==> src/bbc_pkg.sv <==
// Shared types, constants and bracket decode for the bracket balance checker.
`timescale 1ns / 1ps
package bbc_pkg;

	localparam int STACK_DEPTH = 128;
	localparam int LVL_W       = $clog2(STACK_DEPTH + 1);
	localparam int ADDR_W      = $clog2(STACK_DEPTH);

	localparam logic [7:0] CH_LPAREN = 8'h28;
	localparam logic [7:0] CH_RPAREN = 8'h29;
	localparam logic [7:0] CH_LBRACE = 8'h7b;
	localparam logic [7:0] CH_RBRACE = 8'h7d;
	localparam logic [7:0] CH_LSQUARE = 8'h5b;
	localparam logic [7:0] CH_RSQUARE = 8'h5d;

	typedef enum logic [1:0] {
		CODE_PAREN  = 2'd0,
		CODE_BRACE  = 2'd1,
		CODE_SQUARE = 2'd2,
		CODE_CLOSER = 2'd3
	} bbc_code_t;

	localparam int CODE_W = $bits(bbc_code_t);

	typedef struct packed {
		logic      is_open;
		logic      is_close;
		bbc_code_t code;     // opener code, or the opener a closer wants
	} bbc_decode_t;

	typedef struct packed {
		logic              we;
		logic [ADDR_W-1:0] waddr;
		bbc_code_t         wdata;
		logic [ADDR_W-1:0] raddr;
	} bbc_mem_req_t;

	typedef struct packed {
		logic [7:0] depth;
		logic       balanced;
		logic       overflowed;
		logic       verdict_final;
	} bbc_result_t;

	function automatic bbc_decode_t bbc_decode(input logic [7:0] ch);
		bbc_decode_t d;
		d = '{is_open: 1'b0, is_close: 1'b0, code: CODE_PAREN};
		unique case (ch)
			CH_LPAREN:  d = '{is_open: 1'b1, is_close: 1'b0, code: CODE_PAREN};
			CH_LBRACE:  d = '{is_open: 1'b1, is_close: 1'b0, code: CODE_BRACE};
			CH_LSQUARE: d = '{is_open: 1'b1, is_close: 1'b0, code: CODE_SQUARE};
			CH_RPAREN:  d = '{is_open: 1'b0, is_close: 1'b1, code: CODE_PAREN};
			CH_RBRACE:  d = '{is_open: 1'b0, is_close: 1'b1, code: CODE_BRACE};
			CH_RSQUARE: d = '{is_open: 1'b0, is_close: 1'b1, code: CODE_SQUARE};
			default:    d = '{is_open: 1'b0, is_close: 1'b0, code: CODE_PAREN};
		endcase
		return d;
	endfunction

endpackage

==> src/bbc_stack_ctrl.sv <==
// Stack control: level and overflow state, top-of-stack read-modify-write.
`timescale 1ns / 1ps
module bbc_stack_ctrl (
	input  logic                        clk,
	input  logic                        arst_n,
	input  logic                        accept,
	input  logic [7:0]                  char_in,
	input  logic                        end_of_text,
	input  logic [bbc_pkg::CODE_W-1:0]  rdata,
	output bbc_pkg::bbc_mem_req_t       mem_req,
	output bbc_pkg::bbc_result_t        result
);
	import bbc_pkg::*;

	logic [LVL_W-1:0] level_q;
	logic             ovf_q;
	logic             fwd_q;
	bbc_code_t        fwd_data_q;

	bbc_decode_t      dec;
	bbc_code_t        top_code;
	logic             full;
	logic             empty;
	logic [LVL_W-1:0] lvl_dec;
	logic [LVL_W-1:0] lvl_nx;
	logic             ovf_nx;
	logic [LVL_W-1:0] lvl_after;
	logic [LVL_W-1:0] lvl_after_dec;
	logic             ovf_after;

	// Top entry was read last cycle at level-1; a write to that entry in the
	// same cycle is taken from the forward register instead.
	assign top_code = fwd_q ? fwd_data_q : bbc_code_t'(rdata);
	assign dec      = bbc_decode(char_in);
	assign full     = (level_q == LVL_W'(STACK_DEPTH));
	assign empty    = (level_q == '0);
	assign lvl_dec  = level_q - LVL_W'(1);

	always_comb begin
		lvl_nx        = level_q;
		ovf_nx        = ovf_q;
		mem_req.we    = 1'b0;
		mem_req.waddr = level_q[ADDR_W-1:0];
		mem_req.wdata = dec.code;
		if (accept) begin
			if (dec.is_open) begin
				if (full) begin
					ovf_nx = 1'b1;
				end else begin
					mem_req.we = 1'b1;
					lvl_nx     = level_q + LVL_W'(1);
				end
			end else if (dec.is_close) begin
				if (empty) begin
					mem_req.we    = 1'b1;
					mem_req.waddr = '0;
					mem_req.wdata = CODE_CLOSER;
					lvl_nx        = LVL_W'(1);
				end else if (top_code == dec.code) begin
					lvl_nx = lvl_dec;
				end else begin
					// mismatch: top entry replaced by a closer mark, level kept
					mem_req.we    = 1'b1;
					mem_req.waddr = lvl_dec[ADDR_W-1:0];
					mem_req.wdata = CODE_CLOSER;
				end
			end
		end
		lvl_after     = (accept && end_of_text) ? '0 : lvl_nx;
		ovf_after     = (accept && end_of_text) ? 1'b0 : ovf_nx;
		lvl_after_dec = lvl_after - LVL_W'(1);
		mem_req.raddr = lvl_after_dec[ADDR_W-1:0];
	end

	assign result.depth         = 8'(lvl_nx);
	assign result.balanced      = (lvl_nx == '0) && !ovf_nx;
	assign result.overflowed    = ovf_nx;
	assign result.verdict_final = end_of_text;

	always_ff @(posedge clk or negedge arst_n) begin
		if (!arst_n) begin
			level_q <= '0;
			ovf_q   <= 1'b0;
			fwd_q   <= 1'b0;
		end else begin
			level_q <= lvl_after;
			ovf_q   <= ovf_after;
			fwd_q   <= mem_req.we && (mem_req.waddr == mem_req.raddr);
		end
	end

	always_ff @(posedge clk) begin
		fwd_data_q <= mem_req.wdata;
	end

	a_level_bound: assert property (@(posedge clk) disable iff (!arst_n)
		level_q <= LVL_W'(STACK_DEPTH))
		else $error("stack level beyond depth");

	a_clear_on_last: assert property (@(posedge clk) disable iff (!arst_n)
		accept && end_of_text |=> level_q == '0 && !ovf_q)
		else $error("state not cleared after last transaction");

	a_ovf_sticky: assert property (@(posedge clk) disable iff (!arst_n)
		ovf_q && !(accept && end_of_text) |=> ovf_q)
		else $error("overflow flag dropped before end of text");

	a_push_grows: assert property (@(posedge clk) disable iff (!arst_n)
		accept && dec.is_open && !full && !end_of_text |=>
			level_q == $past(level_q) + LVL_W'(1))
		else $error("push did not grow the stack");

endmodule

==> config.mk <==
export PLATFORM = sky130hd
export DESIGN_NAME = bbc_stack_ctrl
export DESIGN_NICKNAME = d
export VERILOG_FILES = /design/src/bbc_pkg.sv /design/src/bbc_stack_ctrl.sv
export SDC_FILE = /design/constraint.sdc
export NUM_CORES = 1
export LEC_CHECK = 0
export BUFFER_PORTS_ARGS = -buffer_cell sky130_fd_sc_hd__buf_2
export CORE_AREA = 2 2 60 62
export DETAILED_ROUTE_END_ITERATION = 12
export DIE_AREA = 0 0 62 64
export PLACE_DENSITY = 0.75
export SYNTH_ARGS = -nofsm -noshare
export SYNTH_HDL_FRONTEND = slang
export SYNTH_SLANG_ARGS = --single-unit
==> constraint.sdc <==
create_clock -name clk -period 3.85 [get_ports clk]
set_input_delay 0.1925 -clock clk [delete_from_list [all_inputs] [get_ports clk]]
set_output_delay 0.1925 -clock clk [all_outputs]
set_load 0.02 [all_outputs]
== Word-level counts from Yosys, hierarchy flattened ==
Index checks and enable logic that the tools add are counted.
Storage, ports and cells
  flip-flop bits (word level): 12
  latch bits: 0
  bits in writable memories: 0
  ROM bits: 0
  output and inout port bits: 28
  word-level logic and storage cells: 42
  memories kept: 0
Cells by class
  add/sub/neg operators: 3
  multipliers: 0
  div/mod/pow operators: 0
  order comparisons: 0
  equality and inequality tests: 9
  shifts and indexed selects: 0
  mux-type cells: 20
  bitwise logic cells: 0
  reduce and logical (&&, ||, !) cells: 6
Operator list (number)
  8-bit two-way mux: 7
  10-bit two-way mux: 4
  8-bit by 7-bit == test with 1-bit output (second input constant): 4
  4-bit case mux with 6 select lines: 1
  8-bit by 6-bit == test with 1-bit output (second input constant): 2
  8-bit zero test: 2
  9-bit two-way mux: 1
  8-bit by 1-bit adder with 8-bit output (second input constant): 1
  8-bit == test (second input constant): 1
  8-bit by 1-bit subtractor with 8-bit output (second input constant): 1
  7-bit == test: 1
  7-bit by 1-bit subtractor with 7-bit output (second input constant): 1
  1-bit two-way mux: 6
  1-bit logical AND: 3
  2-bit == test: 1
  2-bit two-way mux: 1
  1-bit zero test: 1

== Logic depth before layout (Yosys ltp) ==
Gate-level depths: netlist of run 1.
  word-level depth: 12
  mapped depth: 14
  mapped depth without buffers: 14

== Least setup slack after synthesis of run 1 ==
OpenSTA, ideal clock, no wires.
  path kind: input-to-reg
  start point: in char_in[2]
  end point: reg fwd_q
  setup time: 96 ps
  data arrival time: 3495 ps
  path slack: 260 ps
  stages on the path: 13
  path buffers: 1
  path through: or4b_4 > or4_4 > nand2_1 > buf_6 > o21ai_0 > a22oi_1 > nand3_1 > ha_1 > nor3b_1 > mux2_2 > a2bb2oi_1 > xor2_1 > nor4_2
RTL lines
  start: declaration: line bbc_stack_ctrl.sv:7  | input logic [7:0] char_in,
  end signal: assignment: line bbc_stack_ctrl.sv:88  | fwd_q <= mem_req.we && (mem_req.waddr == mem_req.raddr);
  end: declaration: line bbc_stack_ctrl.sv:17  | logic fwd_q;

==> flow_summary_export.csv, run 1 <==
group,metric,value,unit
clock_network,clock_latency,0.27,ns
synthesis,ys_ff_latch,12,
floorplanning,die_h,64,microns
placed_design,gp_congestion,0.9959,
sta,period_needed,3.689,ns
drt,dr.pass1.iters,5,
finish,num-nets-final,276,
synthesis,synth_area_leaders,"dfrtp_1 15%, nand2_1 5.8%, o21ai_0 4.6%",
global_routing,antenna_found_initial,0,
synthesis,syn_avg_cell_area,7.484,sq um
sta,tns,0,ns
worst_hold_path,hp-start,"char_in[5]",
sta,maxSlewViolCount,0,
worst_setup_path,cp.arrival,3.50,ns
worst_setup_path,crit_start,"level_q[0]$_DFF_PN0_",
sta,min_period_over_period,95.82,%
synthesis,syn-cell-area,1617,sq um
clock_network,clk_pin_slew,0.07,ns
synthesis,syn_nets,234,
power_and_ir_drop,pwr-share-seq,41.8,%
worst_setup_path,start_kind,"register",
worst_setup_path,required,3.66,ns
finish,syn2layout_area_growth,17.41,%
worst_setup_path,path_max_fanout,8,
synthesis,synth_warnings,0,
synthesis,synth-edff-count,0,
drt,wl_per_cell,16.95,microns
synthesis,ys.flop_type,"dfrtp_1",
drt,ant_nets,0,
synthesis,ys_seq_area_share,17.96,%
clock_network,cts_buffer_depth,2,
drt,drt-initial-drc-count,173,
sta,fin_worst_skew,0.01176,ns
floorplanning,die_x,62,microns
floorplanning,core-area,3284,sq um
power_and_ir_drop,switching_share,34.81,%
synthesis,yosysTopAreaCellShare,15.48,%
sta,relSlewSlack,62.50,%
drt,drc,0,
global_routing,grt_pass1_vias,1638,
synthesis,ys_types,67,
worst_hold_path,hold_path.class,"in2reg",
synthesis,synthArstFlopShare,83.33,%
clock_network,h-tree-depth,1,
clock_network,cts.root.buffer_cell,"clkbuf_4",
floorplanning,dieArea,3968,sq um
power_and_ir_drop,p_switching,107.4,uW
worst_setup_path,reg2reg_from,"level_q[0]$_DFF_PN0_",
sta,fmax,271.1,MHz
drt,routed_wl,5137,microns
sta,hold_violations,0,
synthesis,synth_top_cell_by_area,"dfrtp_1",
worst_setup_path,critPathKind,"reg2out",
synthesis,synth_cells,216,
power_and_ir_drop,p_leak,0.0008668,uW
sta,setup_viol,0,
finish,antenna_cells,0,
outcome,status,"finished clean",
floorplanning,rows,21,
power_and_ir_drop,power_density,162.6,nW/um^2
clock_network,postCtsSetupBuffers,0,
placed_design,dp_hpwl,3978,microns
power_and_ir_drop,clkPwrFrac,26.5,%
finish,drive_gt1_share,29.57,%
floorplanning,ios,42,
clock_network,cts_tree,"done",
power_and_ir_drop,ir_drop,0.1780,mV
drt,via_per_inst,6.353,
power_and_ir_drop,combPwrFrac,31.7,%
clock_network,clock-sinks,12,
power_and_ir_drop,power,308.6,uW
power_and_ir_drop,p_int,201.2,uW
drt,num_vias,1925,
job,cap_violations,0,
worst_setup_path,crit_path_end_kind,"primary output",
global_routing,grt_max_degree,17,
floorplanning,start_util,49.22,%
global_routing,grt_pass1_wl,8059,microns
global_routing,overflow,0,
placed_design,io_buffers,41,
sta,rsz0062_at_grt,"false",
global_routing,track_usage,26.87,%
clock_network,cts_buffers,3,
sta,worstMarginPinSlew,0.5582,ns
## final cells by class
| type | count | area [sq um] |
|---|---|---|
| clock buffers | 4 | 26.28 |
| fillers | 325 | 1386 |
| inverters | 14 | 52.55 |
| multi-input cells | 181 | 1226 |
| flip-flops and latches | 12 | 290.3 |
| well taps | 46 | 57.56 |
| repair buffers | 46 | 245.2 |
## power groups by stage
stage          Combinational [uW]  Clock, uW  Sequential (uW)
3_3_place_gp                 94.2          0              132
6_report                     97.9       81.7              129
3_5_place_dp                 94.0          0              132
5_1_grt                       105       91.2              129
4_1_cts                      95.4       81.6              129
2_1_floorplan                64.0          0              131
## through the flow
stage	instances	utilization [%]	hold WS [ns]	cell area [sq um]	setup slack, ns
2_1_floorplan	216	-	-0.1031	1617	0.2595
3_3_place_gp	298	56.23	0.06386	1847	0.3336
3_5_place_dp	298	56.23	0.06481	1847	0.3261
4_1_cts	303	57.33	0.2274	1883	0.1850
5_1_grt	303	57.79	0.2316	1898	0.004263
6_report	303	57.79	0.2365	1898	0.1608
## cell families (layout without fill, tap and decap cells)
kind of cell             count (synthesis)  in the layout  synth area share (%)
XOR/XNOR                                 9              9                 4.876
buffers and inverters                   23             64                 7.121
adder cells (fa/ha/maj)                  4              4                 3.096
multiplexers                             2              2                 2.090
flip-flops                              12             12                 17.96
AND/OR/NAND/NOR                         96             96                 33.82
AO/OA/AOI/OAI                           70             70                 31.04
## critical path: stages, from the launching register on
cell	delay, ns
dfrtp_1	0.48
inv_1	0.19
ha_1	0.18
nor2b_1	0.26
nand2_1	0.15
nor2_2	0.17
o21ai_0	0.12
a22oi_1	0.24
nand3_1	0.22
ha_1	0.34
nor3b_1	0.17
mux2_2	0.26
a2bb2oi_1	0.23
buf_2	0.21
## cell usage in the layout, fill, tap and decap left out, drive strengths merged, types with 3 or more instances in the layout
cell type,instances
o22ai,3
a211oi,3
ha,4
a31o,3
o21ai,16
nor4,6
nand2,25
and2,9
nand3,8
xor2,4
dfrtp,10
inv,14
buf,45
nor2,16
clkbuf,4
or3,3
a31oi,6
nor3,12
xnor2,5
o31ai,3
nor3b,3
a21oi,9
## worst paths after layout
path | slack [ns] | depth (start not counted) | to
setup / recovery | 0.16 | 13 | mem_req[4]
hold / removal | 0.24 | 2 | fwd_data_q[1]$_DFF_P_
setup reg to reg | 0.31 | 13 | fwd_q$_DFF_PN0_
hold reg to reg | 0.62 | 2 | ovf_q$_DFF_PN0_
max in group asynchronous | 3.34 | 2 | level_q[0]$_DFF_PN0_
min in group asynchronous | 0.30 | 2 | level_q[3]$_DFF_PN0_
## cells in the mapped netlist, types with 2 or more instances
library cell / number
dfrtp_1: 10
xor2_1: 4
buf_2: 2
nor3_1: 10
a211oi_1: 2
a31o_2: 3
ha_1: 4
nor2_1: 15
a311oi_1: 2
buf_4: 3
o22ai_1: 3
inv_1: 14
o2111ai_1: 2
nor2b_1: 2
xnor2_1: 5
o41ai_1: 2
nor3_2: 2
o21ai_0: 15
buf_6: 2
nand3_1: 8
nand2_1: 25
nor3b_1: 3
o21a_1: 2
and2_1: 7
o31ai_1: 3
and3_1: 2
nand3b_1: 2
or2_2: 2
or3_4: 2
clkbuf_1: 2
a31oi_1: 6
nor4_1: 4
dfxtp_1: 2
a22oi_1: 2
a21oi_1: 9
a2bb2oi_1: 2
## per-layer routing
metal / global-route usage, % / up-vias / part of all wire [%]
li1: - / 894 / -
met1: 38.00 / 854 / 41
met2: 40.23 / 161 / 46
met3: 4.858 / 16 / 11
met4: 9.309 / 0 / 2.4
met5: 0 / - / 0
## sequential cells by signal, summed over array words and instances, names as in the netlist
signal	cells
fwd_data_q	2
fwd_q	1
level_q	8
ovf_q	1
## repair_timing
action,CTS,global route
hold endpoints to repair,10,0
gates resized for setup,0,3
hold buffers,1,0
endpoints found under the setup margin,0,2
Power figures use the tool's default switching activity.
==> run 2: changes to the inputs <==
- CORE_AREA: 2 2 60 62 -> 2 2 93 77
- DIE_AREA: 0 0 62 64 -> 0 0 95 79
- PLACE_DENSITY: 0.75 -> unset
==> run 2 against run 1 <==
Effect of this change: setup slack better by 0.085 ns; routed wire length up 7.9%; sequential cell count unchanged; die area increased by 89%; maximum frequency grew 2.4%; critical path type unchanged; critical endpoint unchanged; largest cell class unchanged; highest routed layer unchanged.
==> flow_summary_export.csv, run 2 (synthesis gave the netlist of run 1 again) <==
group,metric,value,unit
outcome,status,"finished clean",
global_routing,grt_pass1_vias,1727,
global_routing,track_usage,15.29,%
clock_network,cts_buffer_depth,2,
sta,rsz0062_at_grt,"false",
worst_hold_path,hp-start,"char_in[5]",
placed_design,placed_cell_area,1891,sq um
drt,highest_layer,"met4",
global_routing,grt_pass1_wl,9025,microns
drt,drt-met1-wl,2442,microns
drt,dr.pass1.iters,5,
clock_network,clock_latency,0.24,ns
floorplanning,die_h,79,microns
worst_setup_path,slowest_stage,"dfrtp_1",
finish,antenna_cells,0,
worst_setup_path,max_stage_delay,0.48,ns
clock_network,h-tree-depth,1,
sta,tns,0,ns
worst_setup_path,required,3.66,ns
worst_hold_path,hold_depth,2,
power_and_ir_drop,ir_drop,0.1321,mV
power_and_ir_drop,power,366.3,uW
sta,setup_viol,0,
finish,drive_gt1_share,30.86,%
sta,fmax,277.5,MHz
placed_design,io_buffers,41,
worst_hold_path,hold_end,"fwd_data_q[1]$_DFF_P_",
drt,via_per_inst,5.458,
clock_network,clock-sinks,12,
worst_setup_path,reg2reg_from,"level_q[1]$_DFF_PN0_",
finish,mostFrequentLayoutCell,"buf_2",
worst_setup_path,cpMostUsedCell,"ha_1",
drt,drt-initial-drc-count,167,
clock_network,cts_tree,"done",
global_routing,overflow,0,
drt,num_vias,1872,
finish,most-common-layout-cells,"41 x buf_2, 25 x nand2_1, 15 x nor2_1, 15 x o21ai_0, 14 x inv_1",
floorplanning,dieArea,7505,sq um
finish,layout.cells.non_filler,343,
worst_setup_path,cp_cell_sequence,"inv_1, ha_1, nor2b_2, and3_2, nor4_1, o41ai_2, o21a_1, ha_1, nor3b_1, mux2_2, a2bb2oi_1, buf_2",
sta,worstMarginPinSlew,0.7155,ns
worst_setup_path,reg2regPathDepth,13,
clock_network,clk_pin_slew,0.05,ns
sta,period_needed,3.604,ns
drt,ant_nets,0,
sta,min_period_over_period,93.61,%
worst_setup_path,path_max_fanout,6,
worst_setup_path,crit_path_end_kind,"primary output",
finish,fill_cells,718,
global_routing,antenna_found_initial,0,
clock_network,cts_buffers,3,
floorplanning,die_x,95,microns
finish,final_area,1983,sq um
floorplanning,core-area,6655,sq um
power_and_ir_drop,power_density,184.7,nW/um^2
sta,fin_worst_skew,0.001119,ns
worst_hold_path,hold_path.class,"in2reg",
finish,largest_reg_flops,8,
placed_design,gp_congestion,0.9616,
drt,routed_wl,5544,microns
worst_setup_path,critPathKind,"reg2out",
worst_setup_path,r2r_end,"fwd_q$_DFF_PN0_",
finish,reg_top3,"level_q (8), fwd_data_q (2)",
floorplanning,rows,27,
drt,drc,0,
drt,wl_per_cell,16.16,microns
worst_setup_path,reg2reg_slack,0.47,ns
finish,largest_register,"level_q",
sta,maxSlewViolCount,0,
job,cap_violations,0,
floorplanning,start_util,24.29,%
drt,route.met2.wl,2606,microns
sta,hold_violations,0,
clock_network,cts.root.buffer_cell,"clkbuf_8",
sta,relSlewSlack,51.80,%
global_routing,grt_max_degree,17,
worst_setup_path,start_kind,"register",
floorplanning,ios,42,
drt,route.met3.wl,452,microns
power_and_ir_drop,p_leak,0.0008812,uW
placed_design,place_inst,338,
finish,num-nets-final,275,
worst_setup_path,cp.arrival,3.41,ns
finish,syn2layout_area_growth,22.68,%
placed_design,dp_hpwl,4446,microns
## run 2: area by class of cell
class	count	area (sq um)	share of cell area [%]
clock buffer	4	55.05	2.776
inverter	14	52.55	2.650
multi-input combinational	181	1239	62.46
sequential	12	290.3	14.64
tap	87	108.9	5.489
timing repair buffer	45	237.7	11.99
## run 2: worst max-delay path, delay by kind of cell (launching register included)
kind,cells,cell delay [ns]
and+or+nand+nor,4,0.91
AOI/OAI and AO/OA,3,0.65
DFF,1,0.48
adders and majority gates,2,0.48
buffers and inverters,2,0.38
muxes,1,0.26
## run 2: worst max-delay path by stage
stage / start / endpoint / slack (ns)
2_1_floorplan: char_in[2] / fwd_q$_DFF_PN0_ / 0.26
6_report: level_q[1]$_DFF_PN0_ / mem_req[4] / 0.25
5_1_grt: level_q[1]$_DFF_PN0_ / mem_req[4] / 0.03
4_1_cts: level_q[1]$_DFF_PN0_ / mem_req[6] / 0.19
3_3_place_gp: char_in[2] / fwd_q$_DFF_PN0_ / 0.29
3_5_place_dp: char_in[2] / fwd_q$_DFF_PN0_ / 0.26
## run 2: per-layer routing
metal  track usage, %  vias to the layer above
li1                 -                      900
met1            21.64                      882
met2            24.11                       82
met3            2.657                        8
met4            3.623                        0
met5                0                        -
## run 2: power by group
| group | leakage (uW) | total [uW] | switching [uW] | internal, uW |
|---|---|---|---|---|
| clock network | 0.0000288 | 138 | 47.9 | 90.4 |
| registers | 0.000156 | 129 | 1.62 | 127 |
| logic | 0.000697 | 99.4 | 64.2 | 35.3 |
## run 2: timing repair
action                                  CTS  global route
gates resized for setup                   0             6
setup buffers                             0             0
endpoints found under the setup margin    0             5
hold buffers                              1             0
hold endpoints to repair                 10             0
## run 2: through the flow
| step | setup WS (ns) | hold slack, ns | util (%) |
|---|---|---|---|
| 2_1_floorplan | 0.2595 | -0.1031 | - |
| 3_3_place_gp | 0.2865 | 0.07418 | 28.41 |
| 3_5_place_dp | 0.2631 | 0.07029 | 28.41 |
| 4_1_cts | 0.1861 | 0.2464 | 29.39 |
| 5_1_grt | 0.03234 | 0.2780 | 29.80 |
| 6_report | 0.2458 | 0.2376 | 29.80 |
